--- src/rtl/dmspc_pkg.sv ---
// Shared constants and codes for the DC motor speed PI controller.
`timescale 1ns / 1ps

package dmspc_pkg;

    // Default sizes of the edge counter and the integral accumulator
    localparam int COUNT_BITS_DEF = 10;
    localparam int ACC_BITS_DEF   = 16;

    // Stream payload widths
    localparam int S_TDATA_W = 16;
    localparam int S_TUSER_W = 1;
    localparam int M_TDATA_W = 40;

    // Configuration port
    localparam int CFG_IDX_W  = 2;
    localparam int CFG_DATA_W = 8;

    typedef enum logic [CFG_IDX_W-1:0] {
        REG_GAIN_P          = 2'd0,
        REG_GAIN_I          = 2'd1,
        REG_GAIN_D          = 2'd2,
        REG_SETPOINT_OFFSET = 2'd3
    } cfg_reg_t;

    // Item kinds carried in s_tuser
    typedef enum logic {
        MODE_HALL = 1'b0,
        MODE_TICK = 1'b1
    } mode_t;

    // Register reset values
    localparam logic [3:0] GAIN_P_RESET  = 4'd1;
    localparam logic [3:0] GAIN_I_RESET  = 4'd1;
    localparam logic [3:0] GAIN_D_RESET  = 4'd0;
    localparam logic [7:0] OFFSET_RESET  = 8'd73;

    // Speed scale 354/100 kept as quotient and remainder: each edge adds
    // 3 to the quotient and 54 to the remainder, with a carry at 100.
    localparam int SPEED_Q_STEP = 3;
    localparam int SPEED_R_STEP = 54;
    localparam int SPEED_DEN    = 100;
    localparam int REM_W        = 7;

    // Joystick divide by 7 as multiply by 2341 / 2^14 (exact for 10-bit input)
    localparam int STICK_RECIP = 2341;
    localparam int STICK_SHIFT = 14;
    localparam int STICK_PROD_W = 22;

    // Output field widths
    localparam int SPEED_FB_W = 13;
    localparam int DRIVE_W    = 16;
    localparam int DUTY_W     = 8;

endpackage

--- src/rtl/dc_motor_speed_pi_controller.sv ---
// DC motor speed PI(D) controller: hall edge counting, direction filter, PID step.
`timescale 1ns / 1ps

// Usage
//   Input stream (s_*): s_tuser[0] is the item kind, hall edge or control tick.
//   A hall edge counts one edge (saturating) and shifts the inverted hall level
//   into a three-deep direction history. A control tick resolves direction,
//   scales the edge count by 3.54 into a signed speed, takes the setpoint as
//   joystick/7 minus an offset, runs one PID step and clears the edge count.
//   Only ticks produce a result transaction on the output stream (m_*).
//   Configuration (cfg_*): gains and setpoint offset, written by index; always
//   ready. Write only while no item is in flight.
//   A tick passes from the input register to the result register (m_tvalid).
//   Throughput: one transaction per cycle unless stalled; the input and result
//   registers each hold one item, and the PID math is a single registered pass.
//   The edge count is scaled incrementally (quotient and remainder) as edges
//   arrive, so a tick needs no multiply on the count.
//   Stall: while a result waits on m_tready, hall edges still flow through; a
//   tick held in the input register blocks s_tready until the result is taken.
//   Reset (aresetn low, synchronous): registers to their defaults, edge count
//   zero, direction forward, integral and last error zero, both stages empty.
module dc_motor_speed_pi_controller #(
    parameter int COUNT_BITS = dmspc_pkg::COUNT_BITS_DEF,
    parameter int ACC_BITS   = dmspc_pkg::ACC_BITS_DEF
) (
    input  logic                              aclk,
    input  logic                              aresetn,
    // Configuration write channel
    input  logic                              cfg_valid,
    output logic                              cfg_ready,
    input  logic [dmspc_pkg::CFG_IDX_W-1:0]   cfg_index,
    input  logic [dmspc_pkg::CFG_DATA_W-1:0]  cfg_data,
    // Input stream
    input  logic                              s_tvalid,
    output logic                              s_tready,
    input  logic [dmspc_pkg::S_TDATA_W-1:0]   s_tdata,  // [0] hall_level, [10:1] stick_sample
    input  logic [dmspc_pkg::S_TUSER_W-1:0]   s_tuser,  // [0] mode
    // Result stream
    output logic                              m_tvalid,
    input  logic                              m_tready,
    output logic [dmspc_pkg::M_TDATA_W-1:0]   m_tdata   // [0] reverse, [8:1] duty,
                                                        // [24:9] drive_value,
                                                        // [37:25] speed_feedback
);
    import dmspc_pkg::*;

    localparam int Q_W    = COUNT_BITS + 2;
    localparam int SPD_W  = (COUNT_BITS + 3 > 17) ? COUNT_BITS + 3 : 17;
    localparam int ERR_W  = SPD_W + 1;
    localparam int IS_W   = ((ACC_BITS > 21) ? ACC_BITS : 21) + 1;
    localparam int DRV_W  = ((ACC_BITS > 22) ? ACC_BITS : 22) + 2;

    // Configuration registers
    logic [3:0] gain_p_reg, gain_i_reg, gain_d_reg;
    logic [7:0] offset_reg;

    // Input stage
    logic       in_valid_reg;
    mode_t      in_mode_reg;
    logic       in_hall_reg;
    logic [7:0] in_stick7_reg;

    // Controller state
    logic [COUNT_BITS-1:0]      count_reg, count_next;
    logic [Q_W-1:0]             spd_q_reg, spd_q_next;
    logic [REM_W-1:0]           spd_r_reg, spd_r_next;
    logic [2:0]                 hist_reg, hist_next;
    logic                       fwd_reg, fwd_next;
    logic signed [ACC_BITS-1:0] integ_reg, integ_next;
    logic signed [DRIVE_W-1:0]  last_err_reg, last_err_next;

    // Result stage
    logic                 out_valid_reg, out_valid_next;
    logic [M_TDATA_W-1:0] out_data_reg;

    logic advance, is_tick, out_load;
    logic [STICK_PROD_W-1:0] stick_prod;
    logic [REM_W:0]          rem_sum;
    logic                    fwd_tick;
    logic signed [SPD_W-1:0] speed;
    logic signed [8:0]       setpoint;
    logic signed [ERR_W-1:0] err_wide;
    logic signed [DRIVE_W-1:0] err;
    logic signed [20:0]      p_term, i_term;
    logic signed [DRIVE_W:0] err_diff;
    logic signed [21:0]      d_term;
    logic signed [IS_W-1:0]  integ_sum;
    logic signed [DRV_W-1:0] drive_sum;
    logic signed [DRIVE_W-1:0] drive;
    logic [DRIVE_W:0]        mag;
    logic [DUTY_W-1:0]       duty;

    // Handshakes
    assign cfg_ready = 1'b1;
    assign is_tick   = (in_mode_reg == MODE_TICK);
    assign advance   = in_valid_reg && (!is_tick || !out_valid_reg || m_tready);
    assign out_load  = advance && is_tick;
    assign s_tready  = !in_valid_reg || advance;
    assign m_tvalid  = out_valid_reg;
    assign m_tdata   = out_data_reg;

    // Divide the joystick sample by 7 on the way into the input register
    assign stick_prod = STICK_PROD_W'(s_tdata[10:1]) * STICK_PROD_W'(STICK_RECIP);

    // Advance the scaled count by 354/100 per edge
    assign rem_sum = (REM_W + 1)'(spd_r_reg) + (REM_W + 1)'(SPEED_R_STEP);

    // Resolve direction: change only when all three samples agree
    always_comb begin
        fwd_tick = fwd_reg;
        if (hist_reg == 3'b111) begin
            fwd_tick = 1'b1;
        end else if (hist_reg == 3'b000) begin
            fwd_tick = 1'b0;
        end
    end

    // Signed speed, setpoint and error clamped to 16 bits
    always_comb begin
        speed = $signed({{(SPD_W - Q_W){1'b0}}, spd_q_reg});
        if (!fwd_tick) begin
            speed = -speed;
        end
        setpoint = $signed({1'b0, in_stick7_reg}) - $signed({1'b0, offset_reg});
        err_wide = ERR_W'(setpoint) - ERR_W'(speed);
        if (err_wide[ERR_W-1:DRIVE_W-1] == {(ERR_W - DRIVE_W + 1){err_wide[DRIVE_W-1]}}) begin
            err = err_wide[DRIVE_W-1:0];
        end else begin
            err = err_wide[ERR_W-1] ? {1'b1, {(DRIVE_W - 1){1'b0}}}
                                    : {1'b0, {(DRIVE_W - 1){1'b1}}};
        end
    end

    // PID terms
    assign p_term   = 21'(err) * 21'($signed({1'b0, gain_p_reg}));
    assign i_term   = 21'(err) * 21'($signed({1'b0, gain_i_reg}));
    assign err_diff = (DRIVE_W + 1)'(err) - (DRIVE_W + 1)'(last_err_reg);
    assign d_term   = 22'(err_diff) * 22'($signed({1'b0, gain_d_reg}));
    assign integ_sum = IS_W'(integ_reg) + IS_W'(i_term);

    // Saturate the integral at the accumulator range
    always_comb begin
        if (integ_sum[IS_W-1:ACC_BITS-1] == {(IS_W - ACC_BITS + 1){integ_sum[ACC_BITS-1]}}) begin
            integ_next = integ_sum[ACC_BITS-1:0];
        end else begin
            integ_next = integ_sum[IS_W-1] ? {1'b1, {(ACC_BITS - 1){1'b0}}}
                                           : {1'b0, {(ACC_BITS - 1){1'b1}}};
        end
    end

    // Drive value, saturated to 16 bits, and its magnitude
    assign drive_sum = DRV_W'(p_term) + DRV_W'(integ_next) + DRV_W'(d_term);

    always_comb begin
        if (drive_sum[DRV_W-1:DRIVE_W-1] == {(DRV_W - DRIVE_W + 1){drive_sum[DRIVE_W-1]}}) begin
            drive = drive_sum[DRIVE_W-1:0];
        end else begin
            drive = drive_sum[DRV_W-1] ? {1'b1, {(DRIVE_W - 1){1'b0}}}
                                       : {1'b0, {(DRIVE_W - 1){1'b1}}};
        end
        mag = drive[DRIVE_W-1] ? -{drive[DRIVE_W-1], drive} : {1'b0, drive};
        duty = (|mag[DRIVE_W:DUTY_W]) ? {DUTY_W{1'b1}} : mag[DUTY_W-1:0];
    end

    // State update for the item leaving the input register
    always_comb begin
        count_next     = count_reg;
        spd_q_next     = spd_q_reg;
        spd_r_next     = spd_r_reg;
        hist_next      = hist_reg;
        fwd_next       = fwd_reg;
        last_err_next  = last_err_reg;
        if (advance) begin
            if (is_tick) begin
                fwd_next      = fwd_tick;
                last_err_next = err;
                count_next    = '0;
                spd_q_next    = '0;
                spd_r_next    = '0;
            end else begin
                hist_next = {hist_reg[1:0], ~in_hall_reg};
                if (count_reg != {COUNT_BITS{1'b1}}) begin
                    count_next = count_reg + COUNT_BITS'(1);
                    if (rem_sum >= (REM_W + 1)'(SPEED_DEN)) begin
                        spd_r_next = REM_W'(rem_sum - (REM_W + 1)'(SPEED_DEN));
                        spd_q_next = spd_q_reg + Q_W'(SPEED_Q_STEP + 1);
                    end else begin
                        spd_r_next = REM_W'(rem_sum);
                        spd_q_next = spd_q_reg + Q_W'(SPEED_Q_STEP);
                    end
                end
            end
        end
    end

    // Result register: load on a tick, drop when taken
    always_comb begin
        out_valid_next = out_valid_reg;
        if (out_load) begin
            out_valid_next = 1'b1;
        end else if (m_tready) begin
            out_valid_next = 1'b0;
        end
    end

    // Control and state registers
    always_ff @(posedge aclk) begin
        if (!aresetn) begin
            gain_p_reg    <= GAIN_P_RESET;
            gain_i_reg    <= GAIN_I_RESET;
            gain_d_reg    <= GAIN_D_RESET;
            offset_reg    <= OFFSET_RESET;
            in_valid_reg  <= 1'b0;
            out_valid_reg <= 1'b0;
            count_reg     <= '0;
            spd_q_reg     <= '0;
            spd_r_reg     <= '0;
            hist_reg      <= 3'b111;
            fwd_reg       <= 1'b1;
            integ_reg     <= '0;
            last_err_reg  <= '0;
        end else begin
            if (cfg_valid && cfg_ready) begin
                case (cfg_reg_t'(cfg_index))
                    REG_GAIN_P:          gain_p_reg <= cfg_data[3:0];
                    REG_GAIN_I:          gain_i_reg <= cfg_data[3:0];
                    REG_GAIN_D:          gain_d_reg <= cfg_data[3:0];
                    REG_SETPOINT_OFFSET: offset_reg <= cfg_data;
                    default:             ;
                endcase
            end
            if (s_tready) begin
                in_valid_reg <= s_tvalid;
            end
            out_valid_reg <= out_valid_next;
            count_reg     <= count_next;
            spd_q_reg     <= spd_q_next;
            spd_r_reg     <= spd_r_next;
            hist_reg      <= hist_next;
            fwd_reg       <= fwd_next;
            last_err_reg  <= last_err_next;
            if (out_load) begin
                integ_reg <= integ_next;
            end
        end
    end

    // Payload registers
    always_ff @(posedge aclk) begin
        if (s_tvalid && s_tready) begin
            in_mode_reg   <= mode_t'(s_tuser[0]);
            in_hall_reg   <= s_tdata[0];
            in_stick7_reg <= stick_prod[STICK_SHIFT +: 8];
        end
        if (out_load) begin
            out_data_reg <= {2'b00,
                             speed[SPEED_FB_W-1:0],
                             drive,
                             duty,
                             drive[DRIVE_W-1]};
        end
    end

    // Checks
    a_rem_below_den: assert property (@(posedge aclk) disable iff (!aresetn)
        spd_r_reg < REM_W'(SPEED_DEN))
        else $error("speed remainder out of range");

    a_tick_clears_count: assert property (@(posedge aclk) disable iff (!aresetn)
        out_load |=> (count_reg == '0) && (spd_q_reg == '0) && (spd_r_reg == '0))
        else $error("edge count not cleared after a tick");

    a_no_overwrite: assert property (@(posedge aclk) disable iff (!aresetn)
        out_load |-> (!out_valid_reg || m_tready))
        else $error("result register overwritten while held");

    a_reverse_matches_sign: assert property (@(posedge aclk) disable iff (!aresetn)
        out_valid_reg |-> (out_data_reg[0] == out_data_reg[24]))
        else $error("reverse flag disagrees with drive sign");

endmodule
--- config.mk ---
export PLATFORM = sky130hd
export DESIGN_NAME = dc_motor_speed_pi_controller
export DESIGN_NICKNAME = d
export VERILOG_FILES = /design/src/rtl/dmspc_pkg.sv /design/src/rtl/dc_motor_speed_pi_controller.sv
export SDC_FILE = /design/constraint.sdc
export NUM_CORES = 1
export LEC_CHECK = 0
export ABC_AREA = 1
export BUFFER_PORTS_ARGS = -buffer_cell sky130_fd_sc_hd__buf_2
export CAP_MARGIN = 5
export CORE_MARGIN = 5
export CORE_UTILIZATION = 35
export CTS_BUF_LIST = sky130_fd_sc_hd__clkbuf_16
export DETAILED_ROUTE_END_ITERATION = 8
export PLACE_DENSITY = 0.5
export SLEW_MARGIN = 10
export SYNTH_ARGS = -nofsm -noshare
export SYNTH_HDL_FRONTEND = slang
export SYNTH_SLANG_ARGS = --single-unit
--- constraint.sdc ---
create_clock -name aclk -period 34 [get_ports aclk]
set_input_delay 0 -clock aclk [delete_from_list [all_inputs] [get_ports aclk]]
set_output_delay 0 -clock aclk [all_outputs]
set_load 0.005 [all_outputs]
Yosys cells after proc, flatten, opt, wreduce, memory -nomap -nowiden. Cells that the tools add are included. Widths: inputs -> output; s select.

Div/mod/pow operators: 0. Multipliers: 4. Add/sub/neg operators: 13. Reductions and logical operators: 21. Multiplexer cells: 20. Shifts and indexed selects: 0. Bitwise operators: 2. Equality and inequality tests: 8. Magnitude comparators: 1.

Operator list (count): $mux 16 (6); $mul 16x5->21 (2); $mux 12 (3); $mux 17 (2); $add 22x22->23 (1); $add 16x21->22 (1); $add 21x16->22 (1); $mul 10x12->22 const B (1); $mul 17x5->22 (1); $mux 7 (3); $mux 10 (2); $sub 9x17->18 (1); $neg 12->17 (1); $neg 17->17 (1); $sub 16x16->17 (1); $reduce_and 2->1 (7); $add 12x2->12 const B (1); $add 12x3->12 const B (1); $add 10x1->10 const B (1); $ne 10x10->1 const B (1); $reduce_or 9->1 (1); $sub 8x8->9 (1); $add 7x6->8 const B (1); $eq 8x8->1 (1); other kinds (15) (27).

Bits in read-only memories: 0. Memories: 0. Bits of input ports: 32. Bits in registers: 135. Memory bits (writable): 0. Latch bits: 0.

Logic depth before layout (Yosys ltp). Gate-level depths: netlist of run 1.

Depth after elaboration: 18. Gate-level depth with buffers: 91.

Worst setup path before layout of run 1. No wires, ideal clock.

Kind: reg-to-reg. Start point: register hist_reg[2]. End point: register out_data_reg[1] (netlist: m_tdata[1]), data pin. Data arrival time: 12203 ps. Stages on the path, launching flop included: 81. Setup time: 270 ps. Buffers on the path: 5. Setup slack: 21526 ps. Path through: dfxtp_1 -> o31ai_4 -> clkbuf_1 -> nand2_1 -> o21ai_0 -> inv_1 -> fa_1 -> o21ai_0 -> a21oi_1 -> o21ai_0 -> nand2_1 -> nand2_1 -> a21oi_1 -> nor2_1 -> nand2_1 -> nand2_2 -> nand2_1 -> nand2_1 -> [45 not listed] -> nand3_1 -> nor2_2 -> nand2_1 -> nand2_2 -> buf_6 -> buf_2 -> nand2_1 -> inv_1 -> ha_1 -> nand3_1 -> nand2_1 -> nand4_1 -> nand2_1 -> nand2_1 -> nor2_1 -> nand2_1 -> nor2_2 -> nand3_1.

Cells in the longest elaborated chain, start to end: 18. Elaborated cells on any way between the ends: 25. Classes of those cells: 6 x add/sub; 3 x mul; 4 x eq/ne; 10 x mux; 2 x reduce/logical.

Ends and longest elaborated chain: from (decl) (line dc_motor_speed_pi_controller.sv:67) `logic [2:0] hist_reg, hist_next;`; from (signal assigned) (line dc_motor_speed_pi_controller.sv:239) `hist_reg <= hist_next;`; $logic_not 3->1 (line dc_motor_speed_pi_controller.sv:113) `end else if (hist_reg == 3'b000) begin`; $mux 1 (line dc_motor_speed_pi_controller.sv:113); $mux 1 * (line dc_motor_speed_pi_controller.sv:111) `if (hist_reg == 3'b111) begin`; $mux 17 * (line dc_motor_speed_pi_controller.sv:121) `if (!fwd_tick) begin`; net speed[1] (line dc_motor_speed_pi_controller.sv:80) `logic signed [SPD_W-1:0] speed;`; $sub 9x17->18 * (line dc_motor_speed_pi_controller.sv:125) `err_wide = ERR_W'(setpoint) - ERR_W'(speed);`; $eq 2x2->1 / $mux 16 (equally long branches) (line dc_motor_speed_pi_controller.sv:126, dc_motor_speed_pi_controller.sv:129); $mux 16 * (line dc_motor_speed_pi_controller.sv:126) `if (err_wide[ERR_W-1:DRIVE_W-1] == {(ERR_W - DRIVE_W + 1){err_wide[DRIVE_W-1]}}) begin`; net err[13] (line dc_motor_speed_pi_controller.sv:83) `logic signed [DRIVE_W-1:0] err;`; [4 not listed]; net integ_next[9] (line dc_motor_speed_pi_controller.sv:69) `logic signed [ACC_BITS-1:0] integ_reg, integ_next;`; $add 21x16->22 * (line dc_motor_speed_pi_controller.sv:152) `assign drive_sum = DRV_W'(p_term) + DRV_W'(integ_next) + DRV_W'(d_term);`; $add 22x22->23 * (line dc_motor_speed_pi_controller.sv:152); $eq 8x8->1 / $mux 16 (equally long branches) (line dc_motor_speed_pi_controller.sv:155, dc_motor_speed_pi_controller.sv:158); $mux 16 * (line dc_motor_speed_pi_controller.sv:155) `if (drive_sum[DRV_W-1:DRIVE_W-1] == {(DRV_W - DRIVE_W + 1){drive_sum[DRIVE_W-1]}}) begin`; net drive[0] (line dc_motor_speed_pi_controller.sv:89) `logic signed [DRIVE_W-1:0] drive;`; $neg 17->17 (line dc_motor_speed_pi_controller.sv:161) `mag = drive[DRIVE_W-1] ? -{drive[DRIVE_W-1], drive} : {1'b0, drive};`; $mux 17 * (line dc_motor_speed_pi_controller.sv:161); $reduce_or 9->1 (line dc_motor_speed_pi_controller.sv:162) `duty = (|mag[DRIVE_W:DUTY_W]) ? {DUTY_W{1'b1}} : mag[DUTY_W-1:0];`; to (signal assigned) (line dc_motor_speed_pi_controller.sv:256) `out_data_reg <= {2'b00,`; to (decl) (line dc_motor_speed_pi_controller.sv:74) `logic [M_TDATA_W-1:0] out_data_reg;`.

The timed path passes the listed nets; every way through them passes the cells marked *. A chain may end at the register's enable or synchronous reset.

Worst setup path after layout of run 1.
Start point: register hist_reg[2]. End point: register out_data_reg[3] (netlist: m_tdata[3]), data pin.

Cells in the longest elaborated chain, start to end: 18. Elaborated cells on any way between the ends: 25. Classes of those cells: 6 x add/sub; 3 x mul; 4 x eq/ne; 10 x mux; 2 x reduce/logical.

Ends and longest elaborated chain: $logic_not 3->1 (line dc_motor_speed_pi_controller.sv:113); $mux 1 (line dc_motor_speed_pi_controller.sv:113); $mux 1 * (line dc_motor_speed_pi_controller.sv:111); $mux 17 * (line dc_motor_speed_pi_controller.sv:121); $sub 9x17->18 * (line dc_motor_speed_pi_controller.sv:125); $eq 2x2->1 / $mux 16 (equally long branches) (line dc_motor_speed_pi_controller.sv:126, dc_motor_speed_pi_controller.sv:129); $mux 16 * (line dc_motor_speed_pi_controller.sv:126); $mul 16x5->21 * (line dc_motor_speed_pi_controller.sv:136) `assign i_term = 21'(err) * 21'($signed({1'b0, gain_i_reg}));`; [3 not listed]; net integ_next[15] (line dc_motor_speed_pi_controller.sv:69); $add 21x16->22 * (line dc_motor_speed_pi_controller.sv:152); $add 22x22->23 * (line dc_motor_speed_pi_controller.sv:152); $eq 8x8->1 / $mux 16 (equally long branches) (line dc_motor_speed_pi_controller.sv:155, dc_motor_speed_pi_controller.sv:158); $mux 16 * (line dc_motor_speed_pi_controller.sv:155); net drive[1] (line dc_motor_speed_pi_controller.sv:89); $neg 17->17 * (line dc_motor_speed_pi_controller.sv:161); $mux 17 * (line dc_motor_speed_pi_controller.sv:161); $reduce_or 9->1 (line dc_motor_speed_pi_controller.sv:162).

Marked as above.

==> metrics.md, run 1 <==
| Metric | Value |
|---|---|
| Async SR Flop Fraction | 0 |
| CP max FO | 22 |
| Hold_buf cts | 20 |
| Mapped Cells | 2446 |
| Post-synth EDFFs | 47 |
| Final Skew | 0.01300 ns |
| Cell Area, Synth | 18490 um^2 |
| DIE HEIGHT | 239.8 um |
| DR vias/cell | 4.677 |
| Layout cells sized above 1 | 0.07253 |
| Startpoint types | register |
| Area leader, netlist | fa_1 |
| Top delay family on crit path | simple AND/OR/NAND/NOR gates |
| Hold/Removal Path Class | in -> reg |
| Port Buffer Count | 66 |
| Placed instance count | 3159 |
| Non-Filler Instances | 3211 |
| Crit path DAT | 16.46 ns |
| I/O pin total | 75 |
| Dpl ws | 17.58 ns |
| Initial Utilization | 0.3525 |
| Hpwl dp | 38.28 mm |
| Largest net degree at the start of global routing | 41 |
| H-tree depth | 4 |
| First-pass GRT wire length | 75.13 mm |
| Slowest-stage cell, CP | nor3_2 |
| Die span in x | 239.8 um |
| Hold Fails Final Rpt | 0 |
| CTS buffer count | 17 |
| Worst-Margin Slew | 1.075 ns |
| Clock slew at reported path FFs | 0.07 ns |
| Core area | 52450 um^2 |
| Final worst-path cycle share | 0.4794 |
| Slew headroom | 0.2807 |
| CP Class | reg -> reg |
| Largest register FFs | 37 |
| Status | complete, no violations |
| Largest cells by area after synthesis | fa_1 (21%), ha_1 (15%), inv_1 (11%), nand2_1 (10%), dfxtp_1 (9.3%) |
| Seq/Total Area, Yosys | 0.1695 |
| Grt ovf | 0 |
| Ant diodes | 0 |
| Register bit total from synthesis | 133 |
| Drt first pass iters | 5 |
| Slew Limit Fails | 0 |
| FF-to-FF setup slack | 17.70 ns |
| Final setup viols | 0 |
| Post-CTS Resized | 0 |
| Synth warn | 0 |
| Distinct cells, synth | 55 |
| Number of global-route vias before repair | 15140 |
| Setup TNS Final | 0 ns |
| Final setup margin | 17.70 ns |
| Global Route Usage Sum | 0.1603 |
| Wire length per cell | 14.06 um |
| Most common cell after layout, fill and taps aside | inv_1 |
| Final wirelength | 45.16 mm |
| Worst EP required | 34.16 ns |
| DRT antenna net count | 0 |
| DRC Markers | 0 |
| Setup Fix Bufs, Post-CTS | 0 |
| Clock latency on the worst-skew pair | 0.44 ns |
| RSZ-0062 raised after global routing | no |
| CTS tree | done |
| Die Area | 57510 um^2 |
| CTS Sinks | 133 |
| Maximum capacitance violations | 0 |
| Top-area cell type share of the netlist area | 0.2090 |
| Post-synth top flop | dfxtp_1 |
| Synthesis-to-layout area growth | 9.679% |
| Most frequent cells in the layout | inv_1 (531), nand2_1 (497), nor2_1 (232) |
| Vias | 15020 |
| Max stage delay on crit path | 0.76 ns |
| Crit path top cell by count | nand2_1 |
| Tmin final | 16.30 ns |
| Fmax | 61.35 MHz |
| Initial DRC Count | 643 |
| FP Rows | 84 |
| Clock buffer depth | 2 |
| Final Wtd Congestion | 0.8852 |
| Initial antenna violation count | 0 |
| CP Buf/Inv Count | 7 |
| Synthesized area per cell | 7.557 um^2 |
| Root Buffer Master | clkbuf_16 |
| NumNets Final | 2950 |
| Nature of the critical path endpoint | register |
Yosys cell counts, types with 5 or more instances:
library cell  count
fa_1            193
buf_2             5
a31oi_1           5
inv_2            14
dfxtp_1          86
a21oi_1         126
nor2_2            5
xor2_1           58
nand2_2          15
nand4_1          34
nand3_1         113
inv_1           532
nor2_1          233
buf_4             7
ha_1            215
clkbuf_1         29
edfxtp_1         47
clkinv_1          8
o21bai_1          7
nor3_1           19
nand2_4          25
nand2_1         497
o21ai_0          64
xnor2_1          28
o211ai_1         10
a21o_1            6
cells by family (layout without fill, tap and decap cells):
kind of cell,after synthesis,count (layout),synth area share
fa+ha+maj,408,408,0.3545
simple gates,961,961,0.2259
buf+inv,602,678,0.1262
xor+xnor,92,92,0.04725
flops,133,133,0.1695
compound gates,248,248,0.07621
other cells,2,3,0.0004063
final cells by class:
| cell class | instances | area [um^2] |
|---|---|---|
| fill | 5409 | 32170 |
| multi-input combinational | 1712 | 13040 |
| clock inverter | 14 | 138.9 |
| timing repair buffer | 91 | 568.0 |
| sequential | 133 | 3133 |
| inverter | 555 | 2086 |
| tap | 688 | 860.8 |
| clock buffer | 18 | 450.4 |
per-layer routing:
metal  global-route usage  vias up  routed length [um]
met5                    0        -                   0
met4              0.03061        0                 569
met3              0.01773       38                1348
met2               0.2778      236               21300
met1               0.2188     7041               21940
li1                     -     7702                   -
worst reg2reg max path, delay by kind of cell, from the launching register on:
| kind | cells | cell delay [ns] |
|---|---|---|
| buffers and inverters | 7 | 0.73 |
| adders and majority gates | 10 | 4.42 |
| DFF | 1 | 0.34 |
| AOI/OAI and AO/OA | 8 | 2.50 |
| and+or+nand+nor | 48 | 8.05 |
stage by stage:
stage                     hold WS [ns]    util  instance area, um^2
final                          0.06747  0.3866                20270
after detailed placement        0.1812  0.3715                19480
after global routing           0.09410  0.3866                20270
after global placement          0.1770  0.3715                19480
after floorplan                0.09887       -                18490
after CTS                      0.03301  0.3866                20270
final timing paths:
check	cells after the start	start	endpoint
worst max-delay path	73	hist_reg[2]	m_tdata[3]
worst min-delay path	5	cfg_valid	gain_i_reg[2]
worst max register to register	73	hist_reg[2]	m_tdata[3]
worst min register to register	2	last_err_reg[8]	last_err_reg[8]
Power of run 1 is left out: the tool's default activity adds up to more than one toggle a clock period on the data nets, which glitch-free logic cannot reach.
==> run 2, diff against run 1 <==
- ABC_AREA: 1 -> 0
- clock period: 34 -> 16.1 ns (I/O delays scaled with it)
==> run 2 against run 1 <==
Global-route usage is 0.74 points higher; final cell count fell by 8.1%; routed wire length is 3.9% higher; register-to-register slack worse by 17 ns; clock-buffer cell count grew 1; via count down 3.2%; hold slack lost 0.0020 ns.
==> metrics.md, run 2 <==
| Metric | Value |
|---|---|
| Status | complete, no violations |
| Die Area | 57250 um^2 (-0.45%) |
| Distinct cells, synth | 93 (+69%) |
| Clock buffer depth | 2 (unchanged) |
| Placed inst area | 19730 um^2 (+1.2%) |
| CTS tree | done |
| Drt first pass iters | 5 (unchanged) |
| Maximum capacitance violations | 0 (unchanged) |
| Fillers | 5361 (-0.89%) |
| Max stage delay on crit path | 0.58 ns (-0.18 ns) |
| Root Buffer Master | clkbuf_16 |
| Hold/Removal Path Class | in -> reg |
| Largest cells by area after synthesis | fa_1 (21%), ha_1 (15%), dfxtp_1 (9.4%), inv_1 (8.1%), edfxtp_1 (7.7%) |
| Cell Area, Synth | 18400 um^2 (-0.47%) |
| Fmax | 65.78 MHz (+7.2%) |
| Multi-input logic area | 13630 um^2 (+4.5%) |
| Final worst-path cycle share | 0.9442 (+0.4649) |
| Hpwl dp | 39.18 mm (+2.4%) |
| Grt ovf | 0 (unchanged) |
| Synth warn | 0 (unchanged) |
| Dpl ws | 0.08477 ns (-17.50 ns) |
| DRT antenna net count | 0 (unchanged) |
| Crit path DAT | 15.38 ns (-1.08 ns) |
| Wire length per cell | 15.90 um (+13%) |
| Final wirelength | 46.91 mm (+3.9%) |
| CP max FO | 9 (-59%) |
| Core area | 52340 um^2 (-0.20%) |
| Final Wtd Congestion | 0.9670 (+9.2%) |
| Final Skew | 0.01371 ns (+0.0007133 ns) |
| Tmin final | 15.20 ns (-1.097 ns) |
| Slowest-stage cell, CP | fa_1 |
| Post-synth EDFFs | 47 (unchanged) |
| Slew headroom | 0.3155 (+0.03475) |
| Crit path top cell by count | inv_1 |
| NumNets Final | 2689 (-8.8%) |
| Most common cell after layout, fill and taps aside | inv_1 |
| Port Buffer Count | 66 (unchanged) |
| Slew Limit Fails | 0 (unchanged) |
| Clock slew at reported path FFs | 0.07 ns (about the same) |
| Nature of the critical path endpoint | register |
| Most used standard cell by instance count after synthesis | inv_1 |
| DIE HEIGHT | 239.3 um (-0.23%) |
| First-pass GRT wire length | 77.74 mm (+3.5%) |
| Vias | 14540 (-3.2%) |
| CP Class | reg -> reg |
| Worst r2r src | in_stick7_reg[0] |
| Die span in x | 239.3 um (-0.23%) |
| Ant diodes | 0 (unchanged) |
| Core Util, Final | 0.3951 (+0.008497) |
| FP Rows | 84 (unchanged) |
| Worst-Margin Slew | 1.024 ns (-0.05074 ns) |
| Synthesis-to-layout area growth | 12.39% |
| I/O pin total | 75 (unchanged) |
| Register bit total from synthesis | 133 (unchanged) |
| Startpoint types | register |
| Clock latency on the worst-skew pair | 0.48 ns (+0.04 ns) |
| Post-synth top flop | dfxtp_1 |
| DRC Markers | 0 (unchanged) |
| Number of global-route vias before repair | 15240 (+0.67%) |
| Initial Utilization | 0.3515 (-0.0009417) |
| Register area | 3133 um^2 (unchanged) |
| Global Route Usage Sum | 0.1677 (+0.007411) |
| Largest register FFs | 37 (unchanged) |
| Crit. Startpoint | in_stick7_reg[0] |
| Finished Cell Area | 20680 um^2 (+2.0%) |
| CTS buffer count | 17 (unchanged) |
| Initial DRC Count | 686 (+6.7%) |
| Largest net degree at the start of global routing | 74 (+80%) |
| Most frequent cells in the layout | inv_1 (394), ha_1 (215), nand2_1 (195) |
| Seq/Total Area, Yosys | 0.1703 (+0.0007953) |
| Critical hold path startpoint | s_tdata[10] |
| Layout cells sized above 1 | 0.09859 (+0.02605) |
| Top cells by count, synth | inv_1 (395), ha_1 (215), nand2_1 (196) |
| H-tree depth | 4 (unchanged) |
| CTS Sinks | 133 (unchanged) |
| Async SR Flop Fraction | 0 (unchanged) |
| Area leader, netlist | fa_1 |
| Mapped Cells | 2150 (-12%) |
| Initial antenna violation count | 0 (unchanged) |
| Top-area cell type share of the netlist area | 0.2100 (+0.0009808) |
| DR vias/cell | 4.929 (+5.4%) |
| Final setup viols | 0 (unchanged) |
| Final setup margin | 0.8976 ns (-16.80 ns) |
| Synthesized area per cell | 8.558 um^2 (+13%) |
| Worst EP required | 16.27 ns (-17.89 ns) |
| Hold Fails Final Rpt | 0 (unchanged) |
## run 2: cell types whose count changed after synthesis, moves of 16 or more
cell     previous run  this run
mux2i_1             0        18
a21oi_1           126        96
nor3_1             19        38
nor2_1            233       106
xnor2_1            28        58
o21ai_0            64        80
nand3_1           113        34
inv_1             532       395
and2_1              3       128
nand2_1           497       196
nand2_4            25         0
a21o_1              6        27
nor2b_1             0        41
## run 2: metrics by stage
stage	hold WS [ns]	cells	TNS, ns
6_report	0.06548	2950	0
5_1_grt	0.07317	2950	-0.003409
4_1_cts	0.04363	2945	0
3_5_place_dp	0.1809	2897	0
3_3_place_gp	0.1769	2897	0
2_1_floorplan	0.09887	2151	0
## run 2: per-layer routing
metal / track usage / vias to the layer above / wire length, um
met5: 0 / - / 0
met2: 0.2953 / 241 / 23110
li1: - / 7248 / -
met1: 0.2038 / 6965 / 20720
met3: 0.02464 / 88 / 1153
met4: 0.07349 / 0 / 1930
## run 2: repair_timing
action | 4_1_cts | 5_1_grt
hold endpoints to repair | 25 | 0
resized for setup | 0 | 29
setup buffers | 0 | 5
endpoints found under the setup margin | 0 | 8
hold buffers | 16 | 0
## run 2: kinds of logic after synthesis
group,Yosys count,synth area share
compound gates,377,0.1367
xor+xnor,104,0.05032
fa+ha+maj,408,0.3562
buf+inv,460,0.09677
flops,133,0.1703
mux,21,0.01163
other cells,2,0.0004082
simple gates,645,0.1777
## run 2: critical path: cells and delay by family, from the launching register on
kind	cells	cell delay (ns)
simple gates	16	3.11
fa+ha+maj	12	4.76
flops	1	0.37
buf+inv	13	1.43
compound gates	23	4.59
mux	1	0.27
xor+xnor	2	0.32
## run 2: final timing paths
check                           depth (start not counted)          endpoint  slack, ns
worst max-delay path                                   67        m_tdata[2]       0.90
worst min-delay path                                    3  in_stick7_reg[7]       0.07
worst max register to register                         67        m_tdata[2]       0.90
worst min register to register                          2   last_err_reg[3]       0.46
## run 2: layout make-up
type | count | area share
clock inverter | 13 | 0.007079
inverter | 397 | 0.07218
clock buffer | 19 | 0.02299
multi-input combinational | 1558 | 0.6591
tap | 688 | 0.04163
sequential | 133 | 0.1515
timing repair buffer | 142 | 0.04550
Power of run 2 is left out for the same reason.
